## src/hw/rtl/tsb_pkg.sv

```systemverilog
`timescale 1ns / 1ps
// ----------------------------------------------------------------------------
// tsb_pkg
// Shared types and constants of the bilinear texture sampler.
// ----------------------------------------------------------------------------
package tsb_pkg;

	// Configuration register indexes
	localparam logic [2:0] REG_IMAGE_WIDTH   = 3'd0;
	localparam logic [2:0] REG_IMAGE_HEIGHT  = 3'd1;
	localparam logic [2:0] REG_BORDER_MODE   = 3'd2;
	localparam logic [2:0] REG_FILTER_MODE   = 3'd3;
	localparam logic [2:0] REG_EXPOSURE_GAIN = 3'd4;

	// Item kinds carried in tuser
	localparam logic ACT_WRITE  = 1'b0;
	localparam logic ACT_SAMPLE = 1'b1;

	// Defaults for the top-level parameters
	localparam int MAX_WIDTH_DEF    = 256;
	localparam int MAX_HEIGHT_DEF   = 256;
	localparam int CHANNEL_BITS_DEF = 16;

	// Fixed field widths
	localparam int SIZE_BITS   = 9;
	localparam int CHAN_W      = 16;
	localparam int TEXEL_BITS  = 3 * CHAN_W;
	localparam int QUEUE_DEPTH = 4;

	// Register reset values
	localparam logic [8:0]  RST_IMAGE_SIZE = 9'd256;
	localparam logic [15:0] RST_GAIN       = 16'd256;

	// Settings seen by the front end, sizes already limited to the store
	typedef struct packed {
		logic [SIZE_BITS-1:0] width;
		logic [SIZE_BITS-1:0] height;
		logic                 repeat_mode;
		logic                 bilinear;
	} tsb_cfg_t;

	// Classified item as it travels through the queue
	typedef struct packed {
		logic        is_wr;
		logic        wr_ok;
		logic [15:0] fx;
		logic [15:0] fy;
	} tsb_ctrl_t;

endpackage

```

## src/hw/rtl/tsb_fifo.sv

```systemverilog
`timescale 1ns / 1ps
// ----------------------------------------------------------------------------
// tsb_fifo
// Short queue between the address front end and the filter back end.
// ----------------------------------------------------------------------------
module tsb_fifo
	import tsb_pkg::*;
#(
	parameter int WIDTH = 8,
	parameter int DEPTH = QUEUE_DEPTH
) (
	input  logic             clk,
	input  logic             arst_n,
	input  logic             push,
	input  logic [WIDTH-1:0] push_data,
	output logic             full,
	input  logic             pop,
	output logic [WIDTH-1:0] pop_data,
	output logic             empty
);

	localparam int PW = (DEPTH > 1) ? $clog2(DEPTH) : 1;
	localparam int CW = $clog2(DEPTH + 1);

	logic [WIDTH-1:0] slot_q [DEPTH];
	logic [PW-1:0]    wr_ptr_q;
	logic [PW-1:0]    rd_ptr_q;
	logic [CW-1:0]    count_q;
	logic             do_push;
	logic             do_pop;

	assign full     = (count_q == CW'(DEPTH));
	assign empty    = (count_q == '0);
	assign do_push  = push && !full;
	assign do_pop   = pop && !empty;
	assign pop_data = slot_q[rd_ptr_q];

	// Storage slots
	always_ff @(posedge clk) begin
		if (do_push) begin
			slot_q[wr_ptr_q] <= push_data;
		end
	end

	// Pointers and fill level
	always_ff @(posedge clk or negedge arst_n) begin
		if (!arst_n) begin
			wr_ptr_q <= '0;
			rd_ptr_q <= '0;
			count_q  <= '0;
		end else begin
			if (do_push) begin
				wr_ptr_q <= (wr_ptr_q == PW'(DEPTH - 1)) ? '0 : wr_ptr_q + 1'b1;
			end
			if (do_pop) begin
				rd_ptr_q <= (rd_ptr_q == PW'(DEPTH - 1)) ? '0 : rd_ptr_q + 1'b1;
			end
			if (do_push && !do_pop) begin
				count_q <= count_q + 1'b1;
			end else if (do_pop && !do_push) begin
				count_q <= count_q - 1'b1;
			end
		end
	end

	// The fill level never passes the depth.
	a_count_bound: assert property (@(posedge clk) disable iff (!arst_n)
		count_q <= CW'(DEPTH))
		else $error("queue fill level above depth");

	// A lone push raises the fill level by one.
	a_push_count: assert property (@(posedge clk) disable iff (!arst_n)
		(do_push && !do_pop) |=> (count_q == $past(count_q) + 1'b1))
		else $error("queue fill level wrong after push");

	// A lone pop lowers the fill level by one.
	a_pop_count: assert property (@(posedge clk) disable iff (!arst_n)
		(do_pop && !do_push) |=> (count_q == $past(count_q) - 1'b1))
		else $error("queue fill level wrong after pop");

	// Pointers sit together whenever the queue is empty.
	a_ptr_match: assert property (@(posedge clk) disable iff (!arst_n)
		empty |-> (wr_ptr_q == rd_ptr_q))
		else $error("queue pointers disagree with empty flag");

endmodule

```

## config.mk

```make
export PLATFORM = sky130hd
export DESIGN_NAME = tsb_fifo
export DESIGN_NICKNAME = d
export VERILOG_FILES = /design/src/hw/rtl/tsb_pkg.sv /design/src/hw/rtl/tsb_fifo.sv
export SDC_FILE = /design/constraint.sdc
export NUM_CORES = 1
export LEC_CHECK = 0
export BUFFER_PORTS_ARGS = -buffer_cell sky130_fd_sc_hd__buf_2
export CAP_MARGIN = 20
export CORE_UTILIZATION = 25
export CTS_CLUSTER_SIZE = 12
export DETAILED_ROUTE_END_ITERATION = 10
export GPL_TIMING_DRIVEN = 0
export PLACE_DENSITY = 0.43
export REMOVE_ABC_BUFFERS = 1
export SLEW_MARGIN = 20
export SYNTH_ARGS = -nofsm -noshare
export SYNTH_HDL_FRONTEND = slang
export SYNTH_SLANG_ARGS = --single-unit
```

## constraint.sdc

```tcl
create_clock -name clk -period 2.4 [get_ports clk]
set_input_delay 0.12 -clock clk [delete_from_list [all_inputs] [get_ports clk]]
set_output_delay 0.12 -clock clk [all_outputs]
set_load 0.02 [all_outputs]
```

**Yosys cells after proc, flatten, opt, wreduce, memory -nomap -nowiden**

Memories as Yosys holds them, arrays and structs flattened.
Index checks and enable logic that the tools add are counted.

- Output and inout bits: 10
- Word-level logic and storage cells: 27
- Bits of input ports: 12
- Latch bits: 0
- Memories kept: 1
- RAM bits: 32
- ROM bits: 0
- Register bits after elaboration: 7

Memory list:

| name | depth | width | read ports | clocked after memory_dff | wr ports | RTL line | text |
|---|---|---|---|---|---|---|---|
| slot_q | 4 | 8 | 1 | 0 | 1 | tsb_fifo.sv:25 | `logic [WIDTH-1:0] slot_q [DEPTH];` |

- Shift operators: 0
- Equal/unequal tests: 3
- Add/sub/neg operators: 4
- Muxes and demuxes: 6
- $lt $le $gt $ge: 0
- Multipliers: 0
- Reduce and logical (&&, ||, !) cells: 10
- Bitwise operators: 0
- Divide/modulo/power cells: 0

Operators by type and width:

| kind | count |
|---|---|
| 3-bit 2-to-1 mux | 2 |
| 2-bit by 1-bit adder with 2-bit output (second input constant) | 2 |
| 2-bit equality test (second input constant) | 2 |
| 1-bit logical AND | 4 |
| 1-bit logical NOT | 4 |
| 2-bit 2-to-1 mux | 2 |
| 3-bit by 1-bit adder with 3-bit output (second input constant) | 1 |
| 3-bit equality test (second input constant) | 1 |
| 3-bit logical NOT | 1 |
| 3-bit by 1-bit subtractor with 3-bit output (second input constant) | 1 |
| 1-bit 2-to-1 mux | 2 |
| 2-bit nonzero test | 1 |

**Logic depth before layout (Yosys ltp)**

Gate-level depths: netlist of the first run.

- Word-level depth: 7
- Mapped depth: 9

**Worst setup path before layout of the first run**

OpenSTA, ideal clock, no wires.

- Path type: register to register
- Start: reg count_q[0]
- End: reg count_q[2]
- Path buffers: 0
- Required time: 2,321 ps
- Path slack: 87 ps
- Data arrival time: 2,234 ps
- Cell stages (with the launch flop): 9
- Cell sequence: dfrtp_1 > nor3_1 > nand2b_4 > ha_1 > inv_1 > fa_1 > xor2_1 > nor2_1 > xor2_1

- Longest elaborated chain between the ends: 6

RTL lines:

| element | RTL line | text |
|---|---|---|
| start: declaration | tsb_fifo.sv:28 | `logic [CW-1:0] count_q;` |
| start signal: assignment | tsb_fifo.sv:59 | `count_q <= count_q + 1'b1;` |
| start signal: assignment | tsb_fifo.sv:61 | `count_q <= count_q - 1'b1;` |
| 3-bit logical NOT * | tsb_fifo.sv:33 | `assign empty = (count_q == '0);` |
| net empty | tsb_fifo.sv:19 | `output logic empty` |
| 1-bit logical NOT * | tsb_fifo.sv:35 | `assign do_pop = pop && !empty;` |
| 1-bit logical AND * | tsb_fifo.sv:35 |  |
| 1-bit logical NOT | tsb_fifo.sv:58 | `if (do_push && !do_pop) begin` |
| 1-bit logical AND | tsb_fifo.sv:58 |  |
| 3-bit 2-to-1 mux or 2-bit nonzero test (tied branches) | n/a |  |

Mark *: on every way through the listed nets, which the timed path passes. The rest lies on a longest branch. The select of a mux whose other input is x is not followed.
A chain may end at the register's enable or synchronous reset.

**Final worst setup path of the first run**

- Start: reg count_q[1]
- End: reg count_q[2]

- Longest elaborated chain between the ends: 6

RTL lines:

| element |
|---|
| branches (longest 6 deep; another with 3-bit by 1-bit subtractor with 3-bit output) |

Several ways; the timed one is not identified. The select of a mux whose other input is x is not followed.

==> metrics, run 1 <==
TritonRoute pass-1 iters 4; number of global-route vias before repair 829; share of cells above drive strength 1 45.3%; total gr overflow 0; wire per inst 14.6 um; crit path buf inv count 1; number of CTS-inserted buffers 5; Fin. Hold Viols 0; TNS Setup 0 ns; status completed; CP most frequent cell xor2_1; first-pass GRT wire length 4.26 mm; Final WS setup 0.327 ns; critical path depth 8; hpwl dp 1.82 mm; # IOs 22; number of synthesized flops with an enable pin 32; worst hold-check path type in -> reg; reg-to-reg setup timing slack 0.33 ns; maximum capacitance violations 0; crit path to count_q[2]; CTS Root Cell clkbuf_8; ant diodes 0; CTS max path bufs 2; Worst-Skew Late Latency 0.28 ns; FP Rows 28; DR DRC count 0; Initial Util 26.6%; Pins Over Slew Limit 0; Final Power 0.00248 W; final WL 2.65 mm; Final Wtd Congestion 0.623; pre-CTS WS 0.345 ns; Synth-to-Final Area Change 19.8%; Total Routing Usage GR 9.37%; worst vdd ir 0.000574 V; Via Count 750; Crit Path Category reg -> reg; IO buf count 21; most frequent cell after synthesis edfxtp_1; Max Clk Rate 0.482 GHz; Worst path top cell family by delay simple AND/OR/NAND/NOR gates; drt initial violations 33; Final min period 2.07 ns; RR Endpoint count_q[2]; Rel. slew slack 58.1%; Cell variety after synth 19; Startpoint Class register; CTS tree built; Vias/cell 4.14; Synth Register Bits 39; final-stage net count 124; Mapped Cells 79; biggest area consumer among synthesized cells edfxtp_1; Die W 82.5 um; fillcell total 616; DIE AREA 6810 um2; YS warnings 0; antenna violations before repair 0; post-synthesis async set-or-reset flop share 17.9%; Main synth FF type edfxtp_1; Crit path arrival time 2.28 ns; clock slew at reported path FFs 0.07 ns; largest net degree at the start of global routing 13; crit-path max FO 4; area of the multi-input gates 453 um2; Routed Antenna Nets 0; CP Capture Type register; PwrDens 1280 nW/um2; Seq/Total Area, Yosys 70.1%; CTS H-tree depth 2; DIE HEIGHT 82.5 um; synth cell count leaders edfxtp_1 (32), mux4_2 (8), dfrtp_1 (7); Worst setup startpoint count_q[1]; Reg2Reg Depth 8; CP max stage delay 0.45 ns; fin crit share 86.4%; Clock Sink Count 39; Final setup viols 0; RSZ-0062 raised after global routing false; Sequential Area 1140 um2; Mapped Area 1620 um2; CP required 2.61 ns; Leak Pwr 0.723 nW; Avg Inst Size Synth 20.5 um2; Setup Skew 0.00728 ns; Synth top area share 59.3%; worst slew pin tran 0.628 ns; Core Region 6100 um2; min-delay src push_data[4]; cell breakdown of the critical path nor3_1 -> nand2b_4 -> ha_1 -> inv_1 -> fa_1 -> xor2_1 -> nor2_1 -> xor2_1; CP max-delay cell dfrtp_1; Synth area leaders edfxtp_1 (59%), mux4_2 (11%), dfrtp_1 (11%); RR Startpoint count_q[1]
## per-stage QoR
step           area, um2  instances  hold slack [ns]  utilization [%]
6_report            1940        181           0.0533             31.9
2_1_floorplan       1600         76           -0.176                -
3_3_place_gp        1800        172          -0.0337             29.5
3_5_place_dp        1800        172          -0.0272             29.5
4_1_cts             1940        181           0.0423             31.9
5_1_grt             1940        181           0.0460             31.9
## layer usage
layer  share of wire, %  up-vias  GRT usage, %
met3                4.2        5          2.97
met1                 43      376          10.9
met5                  0        -             0
met4                1.6        0          4.66
met2                 51       19          15.6
li1                   -      350             -
## flip-flops by register name, summed over array words and instances (netlist names)
register  flops
slot_q       32
count_q       3
rd_ptr_q      2
wr_ptr_q      2
## worst min-delay path by stage
stage / endpoint / slack, ns / cells after the start
floorplan: count_q[0] / -0.18 / 0
global placement: count_q[2] / -0.03 / 1
detailed placement: count_q[0] / -0.03 / 1
CTS: slot_q[1][5] / 0.04 / 1
global route: slot_q[3][4] / 0.05 / 1
finish: slot_q[2][4] / 0.05 / 1
## cells in the final DEF (no fill, tap or decap)
| cell type | n |
|---|---|
| buf_2 | 21 |
| dfrtp_1 | 7 |
| xor2_1 | 2 |
| nor3_1 | 1 |
| mux2_2 | 3 |
| nand2b_4 | 1 |
| xnor2_1 | 1 |
| dlygate4sd3_1 | 1 |
| bufinv_16 | 2 |
| mux4_2 | 8 |
| inv_1 | 3 |
| ha_1 | 6 |
| nor3b_4 | 1 |
| mux2_4 | 2 |
| clkbuf_1 | 1 |
| nor2b_2 | 1 |
| clkbuf_8 | 5 |
| edfxtp_1 | 32 |
| nor2_1 | 3 |
| and2_2 | 4 |
| fa_1 | 1 |
## cell families after synthesis
| logic type | Yosys count | synth area share (%) |
|---|---|---|
| DFF | 39 | 70.1 |
| muxes | 13 | 15.1 |
| and+or+nand+nor | 11 | 5.41 |
| adders and majority gates | 7 | 5.87 |
| buffers and inverters | 6 | 1.93 |
| xor gates and xnor gates | 3 | 1.62 |
## worst register-to-register path, stage by stage, from the launching register on
cell and delay (ns):
dfrtp_1 0.45, nor3_1 0.31, nand2b_4 0.21, ha_1 0.18, inv_1 0.06, fa_1 0.37
xor2_1 0.15, nor2_1 0.12, xor2_1 0.16
## timing repair
action / in CTS / in global routing
setup buffers: 0 / 0
hold buffers: 1 / 0
hold endpoints to repair: 7 / 0
resized for setup: 0 / 0
## layout make-up
class,instances,share of cell area (%)
inverter,3,0.580
clock inverter,2,3.09
clock buffer,6,3.74
tap,75,4.83
multi-input combinational,34,23.3
timing repair buffer,22,5.93
sequential,39,58.5
## power breakdown
part / total [W] / switching [W] / internal, W
Clock: 0.000629 / 0.000213 / 0.000415
Combinational: 0.000766 / 0.000373 / 0.000393
Sequential: 0.00109 / 0.000170 / 0.000916
Total: 0.00248 / 0.000757 / 0.00172
Note: power is estimated with default switching activity, not from simulation.
==> inputs of run 2 (changes only) <==
--- a/config.mk
+++ b/config.mk
@@ -7,8 +7,8 @@
 export LEC_CHECK = 0
 export BUFFER_PORTS_ARGS = -buffer_cell sky130_fd_sc_hd__buf_2
 export CAP_MARGIN = 20
+export CORE_ASPECT_RATIO = 1.75
 export CORE_UTILIZATION = 25
-export CTS_CLUSTER_SIZE = 12
 export DETAILED_ROUTE_END_ITERATION = 10
 export GPL_TIMING_DRIVEN = 0
 export PLACE_DENSITY = 0.43
==> constraint.sdc (replaced) <==
create_clock -name clk -period 2.1 [get_ports clk]
set_input_delay 0.105 -clock clk [delete_from_list [all_inputs] [get_ports clk]]
set_output_delay 0.105 -clock clk [all_outputs]
set_load 0.02 [all_outputs]
==> metrics, run 2 (same netlist as run 1, synthesis figures left out) <==
Worst-Skew Late Latency 0.28 ns (about the same); Fin. Hold Viols 0 (unchanged); Total Routing Usage GR 9.71% (was 9.37%); Leak Pwr 0.705 nW (was 0.723 nW); Non-Filler Instances 187 (was 181); worst slew pin tran 0.664 ns (was 0.628 ns); DR DRC count 0 (unchanged); placed cell area 1810 um2 (was 1800 um2); worst hold-check path type in -> reg (unchanged); CP required 2.31 ns (was 2.61 ns); Reg2Reg Depth 8 (unchanged); # placed instances 177 (was 172); CTS tree built (unchanged); Vias/cell 4.16 (was 4.14); Crit path arrival time 2.17 ns (was 2.28 ns); PwrDens 1380 nW/um2 (was 1280 nW/um2); status completed (unchanged); fillcell total 610 (was 616); IO buf count 21 (unchanged); crit-path max FO 4 (unchanged); Final Wtd Congestion 0.616 (was 0.623); fin crit share 93.2% (was 86.4%); DIE HEIGHT 109 um (was 82.5 um); final WL 2.80 mm (was 2.65 mm); Rel. slew slack 55.8% (was 58.1%); Crit Path Category reg -> reg (unchanged); Worst setup startpoint count_q[0] (was count_q[1]); number of global-route vias before repair 900 (was 829); maximum capacitance violations 0 (unchanged); Via Count 778 (was 750); DIE AREA 6820 um2 (was 6810 um2); worst vdd ir 0.000495 V (was 0.000574 V); Startpoint Class register (unchanged); most frequent cells in the layout edfxtp_1 (32), buf_2 (21), mux4_2 (8) (unchanged); first-pass GRT wire length 4.71 mm (was 4.26 mm); Clock Sink Count 39 (unchanged); Hold Path Cell Cnt 1 (unchanged); post-route cell area 1920 um2 (was 1940 um2); Top reg by flops slot_q (unchanged); Sequential Area 1140 um2 (about the same); wire per inst 15.0 um (was 14.6 um); area of the multi-input gates 463 um2 (was 453 um2); Routed Antenna Nets 0 (unchanged); total gr overflow 0 (unchanged); most common cell after layout, fill and taps aside edfxtp_1 (unchanged); TritonRoute pass-1 iters 2 (was 4); CTS Root Cell clkbuf_8 (unchanged); Core Region 6230 um2 (was 6100 um2); Synth-to-Final Area Change 18.5% (was 19.8%); Final Power 0.00265 W (was 0.00248 W); CTS max path bufs 2 (unchanged); number of CTS-inserted buffers 5 (unchanged); Die W 62.9 um (was 82.5 um); share of cells above drive strength 1 47.7% (was 45.3%); CTS H-tree depth 2 (unchanged); ant diodes 0 (unchanged); reg-to-reg setup timing slack 0.14 ns (was 0.33 ns); Max Clk Rate 0.511 GHz (was 0.482 GHz); RR Endpoint count_q[2] (unchanged); Final min period 1.96 ns (was 2.07 ns); antenna violations before repair 0 (unchanged); max reg flops 32 (unchanged); min-delay src push_data[3] (was push_data[4]); largest net degree at the start of global routing 13 (unchanged); Pins Over Slew Limit 0 (unchanged); Setup Skew 0.00187 ns (was 0.00728 ns); clock slew at reported path FFs 0.07 ns (about the same); # IOs 22 (unchanged); hpwl dp 2.01 mm (was 1.82 mm); drt initial violations 20 (was 33); Initial Util 26.0% (was 26.6%); RR Startpoint count_q[0] (was count_q[1]); final-stage net count 125 (was 124); Worst Hold Path EP slot_q[3][3] (was slot_q[2][4]); Top Registers slot_q: 32 flops, count_q: 3 flops (unchanged); FP Rows 38 (was 28); TNS Setup 0 ns (unchanged); CP Capture Type register (unchanged); Final setup viols 0 (unchanged)
## run 2: cell count changes in the layout (fill, tap and decap cells not counted), sizes merged
cell / delta
clkinv: +2
clkinvlp: +1
bufinv: -2
clkbuf: -1
buf: +1
## run 2: per-layer routing
layer / global-route usage, % / vias to the layer above / wire (um)
li1: - / 353 / -
met1: 9.66 / 395 / 1060
met2: 17.2 / 23 / 1540
met3: 2.53 / 7 / 99
met4: 7.14 / 0 / 108
met5: 0 / - / 0
## run 2: what timing repair did
action                     4_1_cts  5_1_grt
setup buffers                    0        1
hold buffers                     1        0
setup endpoints to repair        0        2
hold endpoints to repair         7        0
gates resized for setup          0        4
## run 2: where the power goes
part	internal, W	switching (W)	total [W]
clock network	0.000225	0.000249	0.000474
logic	0.000474	0.000452	0.000925
registers	0.00105	0.000200	0.00125
total	0.00175	0.000900	0.00265
## run 2: area by class of cell
class	instances	area share, %
inverters	3	0.587
multi-input cells	34	24.1
well taps	80	5.22
clock buffers	5	3.59
flip-flops and latches	39	59.3
repair buffers	23	6.39
clock inverters	3	0.782
## run 2: worst max-delay path: stages (launching register included)
cell and delay, ns:
dfrtp_2 0.47, nor3_2 0.19, nand2b_4 0.17, ha_1 0.19, inv_1 0.07, fa_1 0.38, xor2_1 0.15, nor2_1 0.11
xor2_1 0.15
## run 2: worst max path at each step
stage | cells past startpoint | slack (ns) | endpoint
2_1_floorplan | 8 | -0.21 | count_q[2]
3_3_place_gp | 8 | 0.11 | count_q[2]
3_5_place_dp | 8 | 0.05 | count_q[2]
4_1_cts | 8 | 0.02 | count_q[2]
5_1_grt | 8 | -0.007 | count_q[2]
6_report | 8 | 0.14 | count_q[2]
## run 2: per-stage QoR
stage          worst slack (ns)  hold WS, ns  util (%)
6_report                  0.144       0.0337      30.8
5_1_grt                -0.00657       0.0264      30.8
4_1_cts                  0.0242       0.0293      30.5
3_5_place_dp             0.0516      -0.0480      29.0
3_3_place_gp              0.114      -0.0543      29.0
2_1_floorplan            -0.213       -0.191         -
==> inputs of run 3 (changes only) <==
--- a/config.mk
+++ b/config.mk
@@ -11,8 +11,9 @@
 export CORE_UTILIZATION = 25
 export DETAILED_ROUTE_END_ITERATION = 10
 export GPL_TIMING_DRIVEN = 0
-export PLACE_DENSITY = 0.43
+export PLACE_DENSITY = 0.44
 export REMOVE_ABC_BUFFERS = 1
+export SETUP_SLACK_MARGIN = 0.3
 export SLEW_MARGIN = 20
 export SYNTH_ARGS = -nofsm -noshare
 export SYNTH_HDL_FRONTEND = slang
==> metrics, run 3 (same netlist as run 1, synthesis figures left out) <==
status completed (unchanged); maximum capacitance violations 0 (unchanged); Crit path arrival time 1.99 ns (was 2.17 ns); worst vdd ir 0.000383 V (was 0.000495 V); Leak Pwr 0.776 nW (was 0.705 nW); hpwl dp 1.99 mm (was 2.01 mm); cell breakdown of the critical path nor3b_4 -> nor2b_4 -> ha_4 -> inv_2 -> fa_2 -> mux2_4 (was nor3_2 -> nand2b_4 -> ha_1 -> inv_1 -> fa_1 -> xor2_1 -> nor2_1 -> xor2_1); number of global-route vias before repair 905 (was 900); Final min period 1.83 ns (was 1.96 ns); PwrDens 1420 nW/um2 (was 1380 nW/um2); number of CTS-inserted buffers 5 (unchanged); Crit Path Category reg -> reg (unchanged); ant diodes 0 (unchanged); Top reg by flops slot_q (unchanged); Comb pwr share 36.9% (was 34.9%); CP max stage delay 0.45 ns (was 0.47 ns); sequential share of power 42.9% (was 47.2%); FP Rows 38 (unchanged); Synth-to-Final Area Change 26.2% (was 18.5%); Die W 62.9 um (unchanged); Final Hold Slack 0.0358 ns (was 0.0337 ns); clock slew at reported path FFs 0.07 ns (about the same); Max Clk Rate 0.548 GHz (was 0.511 GHz); Clock Sink Count 39 (unchanged); Vias/cell 4.08 (was 4.16); clock group share of total power 20.2% (was 17.9%); Via Count 804 (was 778); fin crit share 86.9% (was 93.2%); Switching Fraction 31.8% (was 34.0%); antenna violations before repair 0 (unchanged); Final setup viols 0 (unchanged); Startpoint Class register (unchanged); DIE HEIGHT 109 um (unchanged); Initial Util 26.0% (unchanged); reported net switching power 0.000927 W (was 0.000900 W); share of cells above drive strength 1 56.4% (was 47.7%); crit-path max FO 3 (was 4); CP Capture Type register (unchanged); IO buf count 21 (unchanged); RSZ-0062 raised after global routing true; Core Region 6230 um2 (unchanged); final WL 2.87 mm (was 2.80 mm); # IOs 22 (unchanged); drt initial violations 40 (was 20); DR DRC count 0 (unchanged); Worst-Skew Late Latency 0.28 ns (about the same); TritonRoute pass-1 iters 2 (unchanged); final-stage net count 135 (was 125); Routed Antenna Nets 0 (unchanged); Fin. Hold Viols 0 (unchanged); most frequent cells in the layout edfxtp_1 (32), buf_2 (21), buf_4 (11) (was edfxtp_1 (32), buf_2 (21), mux4_2 (8)); CTS tree built (unchanged); DIE AREA 6820 um2 (unchanged); CP required 2.27 ns (was 2.31 ns); Pins Over Slew Limit 0 (unchanged); Top Registers slot_q: 32 flops, count_q: 3 flops (unchanged); wire per inst 14.6 um (was 15.0 um); CTS Root Cell clkbuf_8 (unchanged); reg-to-reg setup timing slack 0.27 ns (was 0.14 ns); total gr overflow 0 (unchanged); CP max-delay cell dfrtp_2 (unchanged); Rel. slew slack 69.3% (was 55.8%); largest net degree at the start of global routing 13 (unchanged); CTS H-tree depth 2 (unchanged); P_int 0.00199 W (was 0.00175 W); worst slew pin tran 0.460 ns (was 0.664 ns); CTS max path bufs 2 (unchanged); max reg flops 32 (unchanged); Final Wtd Congestion 0.646 (was 0.616); first-pass GRT wire length 4.55 mm (was 4.71 mm); most common cell after layout, fill and taps aside edfxtp_1 (unchanged); Final Power 0.00291 W (was 0.00265 W); Setup Skew 0.00332 ns (was 0.00187 ns); Total Routing Usage GR 9.40% (was 9.71%); worst hold-check path type in -> reg (unchanged)
run 3: what timing repair did:
action,4_1_cts,5_1_grt
endpoints found under the setup margin,10,2
hold endpoints to repair,7,0
cloned,0,0
setup buffers,6,5
pin swaps,3,3
resized for setup,8,3
hold buffers,1,0
run 3: final cells by class:
class	count	area [um2]
fill	608	4180
timing repair buffer	33	198
sequential	39	1140
inverter	3	11.3
clock buffer	5	68.8
multi-input combinational	34	488
clock inverter	3	38.8
tap	80	100
run 3: critical path: cells and delay by family, from the launching register on:
| kind | cells | cell delay (ns) |
|---|---|---|
| fa+ha+maj | 2 | 0.59 |
| mux | 1 | 0.28 |
| simple gates | 2 | 0.35 |
| buf+inv | 1 | 0.05 |
| flops | 1 | 0.45 |
run 3: power groups by stage:
stage               logic [W]  clock network (W)  registers, W
floorplan            0.000682                  0       0.00120
global placement     0.000872                  0       0.00125
detailed placement   0.000907                  0       0.00127
CTS                   0.00102           0.000612       0.00126
global route          0.00117           0.000640       0.00129
finish                0.00107           0.000589       0.00125
run 3: per-layer routing:
layer | up-vias | GRT usage, % | wire length (um)
li1 | 371 | - | -
met5 | - | 0 | 0
met1 | 407 | 8.52 | 1010
met4 | 0 | 6.98 | 86
met3 | 7 | 1.90 | 100
met2 | 19 | 18.0 | 1670
run 3: metrics by stage:
stage | std cells | utilization, % | setup WS [ns] | instance area (um2) | setup TNS (ns)
2_1_floorplan | 76 | - | -0.213 | 1600 | -0.394
3_3_place_gp | 177 | 29.0 | 0.0637 | 1810 | 0
3_5_place_dp | 177 | 29.0 | 0.0515 | 1810 | 0
4_1_cts | 192 | 32.1 | 0.272 | 2000 | 0
5_1_grt | 197 | 32.8 | 0.177 | 2040 | 0
6_report | 197 | 32.8 | 0.275 | 2040 | 0
run 3: final timing paths:
path | start | end | cells after the start
worst max-delay path | count_q[1] | count_q[1] | 6
worst min-delay path | push_data[5] | slot_q[2][5] | 1
worst max register to register | count_q[1] | count_q[1] | 6
worst min register to register | wr_ptr_q[1] | wr_ptr_q[1] | 1
max in group asynchronous | arst_n | rd_ptr_q[0] | 2
min in group asynchronous | arst_n | count_q[0] | 2
